File: src/rfp_pkg.sv
`timescale 1ns / 1ps

package rfp_pkg;

	localparam logic [7:0]  SYNC_BYTE     = 8'h52;
	localparam logic [7:0]  TYPE_A_BYTE   = 8'h41;
	localparam logic [7:0]  TYPE_B_BYTE   = 8'h42;
	localparam logic [7:0]  TYPE_C_BYTE   = 8'h43;
	localparam logic [15:0] CRC_INIT      = 16'hFFFF;
	localparam logic [15:0] CRC_XOROUT    = 16'hFFFF;
	localparam logic [15:0] CRC_POLY_REFL = 16'h8408;
	localparam logic [6:0]  LEN_A         = 7'd16;
	localparam logic [6:0]  LEN_B         = 7'd32;
	localparam logic [6:0]  LEN_C         = 7'd48;

	typedef enum logic [1:0] {
		PH_HUNT = 2'd0,
		PH_TYPE = 2'd1,
		PH_BODY = 2'd2
	} phase_t;

	typedef enum logic [1:0] {
		KIND_A = 2'd0,
		KIND_B = 2'd1,
		KIND_C = 2'd2
	} kind_t;

	typedef struct packed {
		logic [1:0]  frame_kind;
		logic        check_status;
		logic [7:0]  proto_version;
		logic [7:0]  frame_counter;
		logic [15:0] range_raw;
		logic [15:0] echo_strength;
		logic        gain_flag;
		logic        no_track_flag;
		logic        failure_flag;
	} rfp_result_t;

	// Reflected CRC-16-CCITT, one byte per call.
	function automatic logic [15:0] crc_feed(input logic [15:0] crc, input logic [7:0] b);
		logic [15:0] c;
		c = crc ^ {8'h00, b};
		for (int k = 0; k < 8; k++) begin
			c = c[0] ? ((c >> 1) ^ CRC_POLY_REFL) : (c >> 1);
		end
		return c;
	endfunction

	function automatic logic [6:0] frame_len(input logic [1:0] kind);
		logic [6:0] len;
		case (kind)
			KIND_B:  len = LEN_B;
			KIND_C:  len = LEN_C;
			default: len = LEN_A;
		endcase
		return len;
	endfunction

endpackage

File: src/ranging_frame_parser_crc16_unit.sv
`timescale 1ns / 1ps

// Serial frame parser for a ranging sensor. Bytes enter one per request on the
// input channel; the parser hunts for the 'R' sync byte, takes 'A', 'B' or 'C'
// as the frame type (16, 32 or 48 bytes in all) and checks a CRC-16/X-25 over
// every byte but the little-endian two-byte trailer. On the last byte of a
// frame one result request leaves: the frame type, the check status and, for a
// good type A frame, the decoded payload (zeros otherwise). A byte takes one
// cycle through the input register and the bytewise CRC update, so one byte is
// accepted every cycle while input does not stall; results leave from an
// output register behind the input register, and input stalls only while
// the output register holds an untaken result and a further byte is waiting.

module ranging_frame_parser_crc16_unit import rfp_pkg::*; (
	input  logic        clk,
	input  logic        arst_n,
	input  logic        in_valid,
	output logic        in_ready,
	input  logic [7:0]  data_byte,
	output logic        out_valid,
	input  logic        out_ready,
	output logic [1:0]  frame_kind,
	output logic        check_status,
	output logic [7:0]  proto_version,
	output logic [7:0]  frame_counter,
	output logic [15:0] range_raw,
	output logic [15:0] echo_strength,
	output logic        gain_flag,
	output logic        no_track_flag,
	output logic        failure_flag
);

	logic        valid_s1;
	logic [7:0]  data_s1;
	logic        adv;
	logic        out_free;
	logic        res_valid;
	rfp_result_t res;
	logic        out_valid_q;
	rfp_result_t res_q;

	assign out_free = !out_valid_q || out_ready;
	assign adv      = valid_s1 && out_free;
	assign in_ready = !valid_s1 || adv;

	always_ff @(posedge clk or negedge arst_n) begin
		if (!arst_n) begin
			valid_s1 <= 1'b0;
		end else if (in_ready) begin
			valid_s1 <= in_valid;
		end
	end

	always_ff @(posedge clk) begin
		if (in_ready && in_valid) begin
			data_s1 <= data_byte;
		end
	end

	rfp_parser u_parser (
		.clk       (clk),
		.arst_n    (arst_n),
		.en        (adv),
		.data_byte (data_s1),
		.res_valid (res_valid),
		.res       (res)
	);

	always_ff @(posedge clk or negedge arst_n) begin
		if (!arst_n) begin
			out_valid_q <= 1'b0;
		end else if (out_free) begin
			out_valid_q <= adv && res_valid;
		end
	end

	always_ff @(posedge clk) begin
		if (adv && res_valid) begin
			res_q <= res;
		end
	end

	assign out_valid     = out_valid_q;
	assign frame_kind    = res_q.frame_kind;
	assign check_status  = res_q.check_status;
	assign proto_version = res_q.proto_version;
	assign frame_counter = res_q.frame_counter;
	assign range_raw     = res_q.range_raw;
	assign echo_strength = res_q.echo_strength;
	assign gain_flag     = res_q.gain_flag;
	assign no_track_flag = res_q.no_track_flag;
	assign failure_flag  = res_q.failure_flag;

endmodule

File: src/rfp_parser.sv
`timescale 1ns / 1ps

module rfp_parser import rfp_pkg::*; (
	input  logic        clk,
	input  logic        arst_n,
	input  logic        en,
	input  logic [7:0]  data_byte,
	output logic        res_valid,
	output rfp_result_t res
);

	phase_t      phase_q, phase_d;
	logic [1:0]  kind_q, kind_d;
	logic [5:0]  idx_q, idx_d;
	logic [15:0] crc_q, crc_d;
	logic [7:0]  version_q, version_d;
	logic [7:0]  counter_q, counter_d;
	logic [15:0] range_q, range_d;
	logic [15:0] strength_q, strength_d;
	logic [2:0]  flags_q, flags_d;
	logic [7:0]  trailer_q, trailer_d;

	logic [6:0]  len;
	logic [6:0]  idx_ext;
	logic [15:0] crc_next;
	logic [15:0] received;
	logic        good;
	logic        typea;

	assign len      = frame_len(kind_q);
	assign idx_ext  = {1'b0, idx_q} + 7'd2;
	assign crc_next = crc_feed(crc_q, data_byte);
	assign received = {data_byte, trailer_q};
	assign good     = ((crc_q ^ CRC_XOROUT) == received);
	assign typea    = (kind_q != KIND_B) && (kind_q != KIND_C);

	always_ff @(posedge clk or negedge arst_n) begin
		if (!arst_n) begin
			phase_q    <= PH_HUNT;
			kind_q     <= KIND_A;
			idx_q      <= '0;
			crc_q      <= CRC_INIT;
			version_q  <= '0;
			counter_q  <= '0;
			range_q    <= '0;
			strength_q <= '0;
			flags_q    <= '0;
			trailer_q  <= '0;
		end else if (en) begin
			phase_q    <= phase_d;
			kind_q     <= kind_d;
			idx_q      <= idx_d;
			crc_q      <= crc_d;
			version_q  <= version_d;
			counter_q  <= counter_d;
			range_q    <= range_d;
			strength_q <= strength_d;
			flags_q    <= flags_d;
			trailer_q  <= trailer_d;
		end
	end

	always_comb begin
		phase_d    = phase_q;
		kind_d     = kind_q;
		idx_d      = idx_q;
		crc_d      = crc_q;
		version_d  = version_q;
		counter_d  = counter_q;
		range_d    = range_q;
		strength_d = strength_q;
		flags_d    = flags_q;
		trailer_d  = trailer_q;
		res_valid  = 1'b0;
		res        = '0;
		unique case (phase_q)
			PH_TYPE: begin
				if (data_byte == TYPE_A_BYTE || data_byte == TYPE_B_BYTE ||
				    data_byte == TYPE_C_BYTE) begin
					kind_d  = 2'(data_byte - TYPE_A_BYTE);
					crc_d   = crc_next;
					idx_d   = 6'd2;
					phase_d = PH_BODY;
				end else begin
					phase_d = PH_HUNT;
				end
			end
			PH_BODY: begin
				if (idx_ext < len) begin
					crc_d = crc_next;
					case (idx_q)
						6'd2:    version_d = data_byte;
						6'd3:    counter_d = data_byte;
						6'd4:    range_d[15:8] = data_byte;
						6'd5:    range_d[7:0] = data_byte;
						6'd10:   strength_d[15:8] = data_byte;
						6'd11:   strength_d[7:0] = data_byte;
						6'd13:   flags_d = {data_byte[3], data_byte[1], data_byte[0]};
						default: ;
					endcase
					idx_d = idx_q + 6'd1;
				end else if (idx_ext == len) begin
					trailer_d = data_byte;
					idx_d     = idx_q + 6'd1;
				end else begin
					res_valid        = 1'b1;
					res.frame_kind   = typea ? KIND_A : kind_q;
					res.check_status = !good;
					if (good && typea) begin
						res.proto_version = version_q;
						res.frame_counter = counter_q;
						res.range_raw     = range_q;
						res.echo_strength = strength_q;
						res.gain_flag     = flags_q[0];
						res.no_track_flag = flags_q[1];
						res.failure_flag  = flags_q[2];
					end
					phase_d = PH_HUNT;
					idx_d   = '0;
					crc_d   = CRC_INIT;
				end
			end
			default: begin
				phase_d = PH_HUNT;
				if (data_byte == SYNC_BYTE) begin
					crc_d   = crc_feed(CRC_INIT, data_byte);
					idx_d   = 6'd1;
					phase_d = PH_TYPE;
				end
			end
		endcase
	end

	a_res_only_in_body: assert property (@(posedge clk) disable iff (!arst_n)
		res_valid |-> phase_q == PH_BODY)
		else $error("result raised outside the frame body");

	a_restart_after_frame: assert property (@(posedge clk) disable iff (!arst_n)
		(en && res_valid) |=> (phase_q == PH_HUNT && crc_q == CRC_INIT && idx_q == 6'd0))
		else $error("parser not restarted after a frame");

	a_bad_crc_no_payload: assert property (@(posedge clk) disable iff (!arst_n)
		(res_valid && res.check_status) |-> (res.range_raw == 16'd0 &&
		res.echo_strength == 16'd0 && res.proto_version == 8'd0))
		else $error("payload shown for a frame with a bad check");

	a_index_in_frame: assert property (@(posedge clk) disable iff (!arst_n)
		phase_q == PH_BODY |-> {1'b0, idx_q} < LEN_C)
		else $error("byte index beyond the longest frame");

endmodule
File: config.mk
export PLATFORM = sky130hd
export DESIGN_NAME = ranging_frame_parser_crc16_unit
export DESIGN_NICKNAME = d
export VERILOG_FILES = /design/src/rfp_pkg.sv /design/src/ranging_frame_parser_crc16_unit.sv /design/src/rfp_parser.sv
export SDC_FILE = /design/constraint.sdc
export NUM_CORES = 1
export LEC_CHECK = 0
export BUFFER_PORTS_ARGS = -buffer_cell sky130_fd_sc_hd__buf_2
export CAP_MARGIN = 0
export CORE_MARGIN = 3
export CORE_UTILIZATION = 40
export CTS_BUF_LIST = sky130_fd_sc_hd__clkbuf_16
export CTS_CLUSTER_DIAMETER = 100
export DETAILED_ROUTE_END_ITERATION = 8
export SLEW_MARGIN = 20
export SYNTH_ARGS = -nofsm -noshare
export SYNTH_HDL_FRONTEND = slang
export SYNTH_SLANG_ARGS = --single-unit
File: constraint.sdc
create_clock -name clk -period 8.9 [get_ports clk]
set_input_delay 1.78 -clock clk [delete_from_list [all_inputs] [get_ports clk]]
set_output_delay 1.78 -clock clk [all_outputs]
set_load 0.02 [all_outputs]
---- Yosys cells after proc, flatten, opt, wreduce, memory -nomap -nowiden ----
Index checks and enable logic that the tools add are counted.
operators by class
  add/sub/neg operators ................... 3
  magnitude comparators ................... 1
  eq/ne operators ......................... 23
  mux-type cells .......................... 35
  bitwise operators ....................... 22
  reductions and logical operators ........ 28
operators by type and width
  cell                                                             number
  16-bit two-way mux                                               20
  2-bit inverter with 3-bit output                                 16
  4-bit AND reduction                                              9
  8-bit by 7-bit == test with 1-bit output, second input constant  4
  16-bit one-hot mux with 2 select lines                           1
  6-bit two-way mux                                                4
  6-bit one-hot mux with 2 select lines                            2
  6-bit by 4-bit == test with 1-bit output, second input constant  3
  16-bit == test                                                   1
  16-bit inverter                                                  1
  8-bit inverter with 16-bit output                                1
  16-bit by 8-bit XOR with 16-bit output                           1
  6-bit by 2-bit == test with 1-bit output, second input constant  2
  6-bit by 3-bit == test with 1-bit output, second input constant  2
  3-bit AND reduction                                              3
  4-bit OR reduction                                               2
  6-bit by 2-bit adder with 7-bit output, second input constant    1
  7-bit == test                                                    1
  7-bit less-than comparator                                       1
  6-bit by 1-bit adder with 6-bit output, second input constant    1
  2-bit two-way mux                                                3
  2-bit inequality test, second input constant                     3
  1-bit logical AND                                                5
  2-bit by 1-bit == test with 1-bit output, second input constant  2
  other kinds (11)                                                 23
storage, ports and cells
  flip-flop bits (word level) ............. 149
  output and inout bits ................... 56
  logic and storage cells ................. 136

---- Longest topological paths before layout ----
  depth after elaboration ................. 19
  mapped depth ............................ 10

---- Modules after synthesis ----
Synthesis repeated with hierarchy kept, for this count alone.
unflattened totals
  cells, all modules ...................... 549
  area, all modules ....................... 7131.8 sq um
modules (own cells, without submodules)
  module                           times used  cells an instance  area each (sq um)
  rfp_parser                       1           477                5158.7
  ranging_frame_parser_crc16_unit  1           72                 1973.1

---- Least setup slack after synthesis ----
Ideal clock, no wire load.
  path type ............................... input -> register
  start ................................... input port out_ready
  end ..................................... register res_q, in the netlist check_status (enable)
  arrival ................................. 4300 ps
  required time ........................... 8434 ps
  slack ................................... 4134 ps
  stages on the path ...................... 3
  path buffers ............................ 0
  cells stage by stage .................... nand2b_1 nand2_1 nor2_1
on the way
  cells in the longest elaborated chain, start to end .. 3
RTL lines
  what                  RTL line                               RTL
  start, declared       ranging_frame_parser_crc16_unit.sv:21  input logic out_ready,
  1-bit logical OR      ranging_frame_parser_crc16_unit.sv:42  assign out_free = !out_valid_q || out_ready;
  1-bit logical AND     ranging_frame_parser_crc16_unit.sv:43  assign adv = valid_s1 && out_free;
  1-bit logical AND     ranging_frame_parser_crc16_unit.sv:78  if (adv && res_valid) begin
  end signal, assigned  ranging_frame_parser_crc16_unit.sv:79  res_q <= res;
  end, declared         ranging_frame_parser_crc16_unit.sv:40  rfp_result_t res_q;
No other way between the ends.
A chain may end at the register's enable or synchronous reset.

---- Worst setup path in the final report ----
  start ................................... input port out_ready
  end ..................................... output port in_ready
on the way
  cells in the longest elaborated chain, start to end .. 3
RTL lines
  what               RTL line                               RTL
  1-bit logical OR   ranging_frame_parser_crc16_unit.sv:42
  1-bit logical AND  ranging_frame_parser_crc16_unit.sv:43
  1-bit logical OR   ranging_frame_parser_crc16_unit.sv:44  assign in_ready = !valid_s1 || adv;
  end, declared      ranging_frame_parser_crc16_unit.sv:18  output logic in_ready,
No other way between the ends.

==> flow_metrics.env <==
export IMPL_rows=47
export IMPL_worst_pin_slew_ns=0.925
export IMPL_cts_sink_count=149
export IMPL_grt_antenna_before_repair=0
export IMPL_place_congestion=0.882
export IMPL_cts_buffers=17
export IMPL_clk_latency_ns=0.42
export IMPL_outcome="completed"
export IMPL_fin_nets=599
export IMPL_die_y_microns=137
export IMPL_synth_top_cell_by_area="edfxtp_1"
export IMPL_p_leak_nw=3.16
export IMPL_critical_path_arrival_ns=2.50
export IMPL_fill_cells=1502
export IMPL_r2r_start="u_parser.idx_q[2]$_DFFE_PN0P_"
export IMPL_required_ns=7.12
export IMPL_dieWidth_microns=137
export IMPL_synthCells=508
export IMPL_drc_errors=0
export IMPL_synth_top_cells_by_area="edfxtp_1 27%, dfrtp_1 26%, mux2_2 11%, dfstp_2 6.1%, xnor2_1 5.2%"
export IMPL_setup_viol=0
export IMPL_crit_path_frequent_cell="buf_2"
export IMPL_clk_root_buffer_cell="clkbuf_16"
export IMPL_critPathBufInv=2
export IMPL_ant_nets=0
export IMPL_startpoint="out_ready"
export IMPL_ff2ff_path_depth=9
export IMPL_path_class="primary input to primary output"
export IMPL_dr_pass1_iters=6
export IMPL_grt_max_degree=72
export IMPL_fin_hold_ws_ns=0.496
export IMPL_crit_path_top_delay_cell="or2_2"
export IMPL_core_sq_um=16700
export IMPL_min_from="u_parser.version_q[2]$_DFFE_PN0P_"
export IMPL_hold_viol=0
export IMPL_crit_fanout=4
export IMPL_gr_usage_met2_pct=25.0
export IMPL_cts_tree="built"
export IMPL_synth_nets=533
export IMPL_grt_pass1_wl_mm=21.5
export IMPL_cp_start_kind="primary input"
export IMPL_slew_headroom_pct=38.3
export IMPL_gr_usage_all_layers_pct=15.3
export IMPL_synth_top_area_share_pct=27.1
export IMPL_avgSynthCellArea_sq_um=13.5
export IMPL_totalPowerFinal_mw=1.67
export IMPL_max_stage_delay_ns=0.30
export IMPL_vias=4005
export IMPL_ir_worst_vdd_mv=0.138
export IMPL_clk_pin_slew_worst_paths_ns=0.06
export IMPL_wl_mm=13.4
export IMPL_rrSetupSlack_ns=5.45
export IMPL_fmax_mhz=234
export IMPL_grt_use_met3_pct=3.97
export IMPL_max_cap_violations=0
export IMPL_holdPathEnd="u_parser.version_q[2]$_DFFE_PN0P_"
export IMPL_layout_setup_ws_ns=4.62
export IMPL_via_per_inst=4.96
export IMPL_area_growth_pct=17.0
export IMPL_holdBufCountCts=0
export IMPL_crit_family="simple AND/OR/NAND/NOR gates"
export IMPL_post_cts_buffers=0
export IMPL_syn_area_sq_um=6860
export IMPL_dp_cells=775
export IMPL_layout_drive_gt1_share_pct=35.1
export IMPL_synth_edff_count=62
export IMPL_grt_busiest_layer="met2"
export IMPL_die_area_sq_um=18800
export IMPL_post_place_ws_ns=4.62
export IMPL_fin_skew_ns=0.0103
export IMPL_grt_util_met1_pct=19.7
export IMPL_grt_pass1_vias=4003
export IMPL_endpoint_kind="primary output"
export IMPL_ios=68
export IMPL_rsz0062_at_grt="false"
export IMPL_hp_class="flip-flop to flip-flop"
export IMPL_cts_resized=0
export IMPL_wl_per_cell_microns=16.7
export IMPL_final_min_period_over_clock_period_pct=48.1
export IMPL_min_path_cells=1
export IMPL_fin_crit_ns=4.28
export IMPL_detailed_place_hpwl_mm=8.91
export IMPL_placed_area_sq_um=7390
export IMPL_diodes=0
export IMPL_drv_slew=0
export IMPL_worstReg2RegEnd="range_raw[1]$_SDFFCE_PP0P_"
export IMPL_path_cells="buf_2, nand2b_1, or2_2, buf_2"
export IMPL_powerDensity_nw_per_um2=208
export IMPL_synth_seq_area_share_pct=59.1
export IMPL_instances_no_fill=807
export IMPL_fin_area_sq_um=8030
export IMPL_overflow=0
export IMPL_clockBufferDepth=2
export IMPL_drt_first_iter_violations=189
export IMPL_cts_max_level=4
export IMPL_synth_warnings=0
export IMPL_finalSetupTns_ns=0
export IMPL_synth_distinct_cells=55
export IMPL_synthArstFlopShare_pct=58.4
export IMPL_post_route_util_pct=48.1
export IMPL_initial_core_util_pct=41.1
export IMPL_synthFlopType="dfrtp_1"
export IMPL_port_buffers=67
export IMPL_ys_seq_elements=149
-- cell usage after synthesis (5+ instances only) --
master / number
a21oi_1: 9
and2_1: 53
buf_2: 5
clkbuf_1: 12
dfrtp_1: 71
dfstp_2: 16
edfxtp_1: 62
ha_1: 13
inv_1: 16
mux2_2: 66
mux2_4: 10
nand2_1: 21
nand2b_1: 5
nand3_1: 8
nand4_1: 5
nor2_1: 6
nor3_1: 7
o21ai_0: 21
xnor2_1: 41
xor2_1: 9
-- where the power goes --
group          leakage, nW  internal, mW  switching, mW  total, mW
Combinational         1.25        0.0668         0.0614      0.128
Sequential            1.60         0.743         0.0381      0.781
Clock                0.315         0.495          0.270      0.764
Total                 3.16          1.30          0.369       1.67
-- logic make-up after synthesis --
group,Yosys count,share of synthesized area [%]
flops,149,59.1
simple gates,134,12.0
mux,76,13.0
xor+xnor,50,6.38
compound gates,47,4.39
buf+inv,39,2.73
fa+ha+maj,13,2.37
-- cells in the final DEF, fill, tap and decap left out, drive strengths merged, types with 2 or more instances in the layout --
master    instances
nor2b             4
mux2             76
nand2b            5
buf              70
or2               4
or4               2
nand4             5
a22oi             2
clkinvlp          3
and2             54
nor3              7
dfrtp            71
ha               13
bufinv            5
edfxtp           62
clkbuf           17
xor2              9
xnor2            41
a21oi             9
dfstp            16
nand3             9
nor3b             3
o211ai            2
o21ai            21
inv              22
o22ai             3
nor4              6
or3b              2
o41ai             2
nor2              7
nand2            21
-- worst max path at each step --
stage	endpoint	slack [ns]	cells past startpoint
after floorplan	check_status$_SDFFCE_PP0P_	4.13	3
after global placement	in_ready	4.62	4
after detailed placement	in_ready	4.62	4
after CTS	in_ready	4.61	4
after global routing	in_ready	4.57	4
final	in_ready	4.62	4
-- sequential cells by signal (all words and copies together) (netlist names), 2 cells and up --
name                 flops
data_s1                  8
echo_strength           16
frame_counter            8
frame_kind               2
proto_version            8
range_raw               16
u_parser.counter_q       8
u_parser.crc_q          16
u_parser.flags_q         3
u_parser.idx_q           6
u_parser.kind_q          2
u_parser.phase_q         2
u_parser.range_q        16
u_parser.strength_q     16
u_parser.trailer_q       8
u_parser.version_q       8
-- layer usage --
layer | part of all wire (%) | routed length [microns] | up-vias
li1 | - | - | 1925
met1 | 46 | 6240 | 1979
met2 | 48 | 6430 | 82
met3 | 4.1 | 556 | 19
met4 | 1.6 | 221 | 0
met5 | 0 | 0 | -
-- area by class of cell --
cell class / instances / area, sq um / share of cell area (%)
Sequential cell: 149 / 4060 / 50.5
Inverter: 16 / 60.1 / 0.748
Tap cell: 220 / 275 / 3.43
Clock buffer: 17 / 425 / 5.30
Clock inverter: 15 / 214 / 2.66
Multi-Input combinational cell: 320 / 2640 / 32.8
Timing Repair Buffer: 70 / 360 / 4.49
-- worst reg2reg max path, stage by stage, from the launching register on --
cell	delay, ns
dfrtp_1	0.47
ha_1	0.30
nand3_1	0.12
xnor2_1	0.17
ha_1	0.33
nor2b_1	0.23
a2bb2oi_1	0.40
o21ai_1	0.33
nor2_4	0.17
buf_4	0.54
Note: power is estimated with default switching activity, not from simulation.
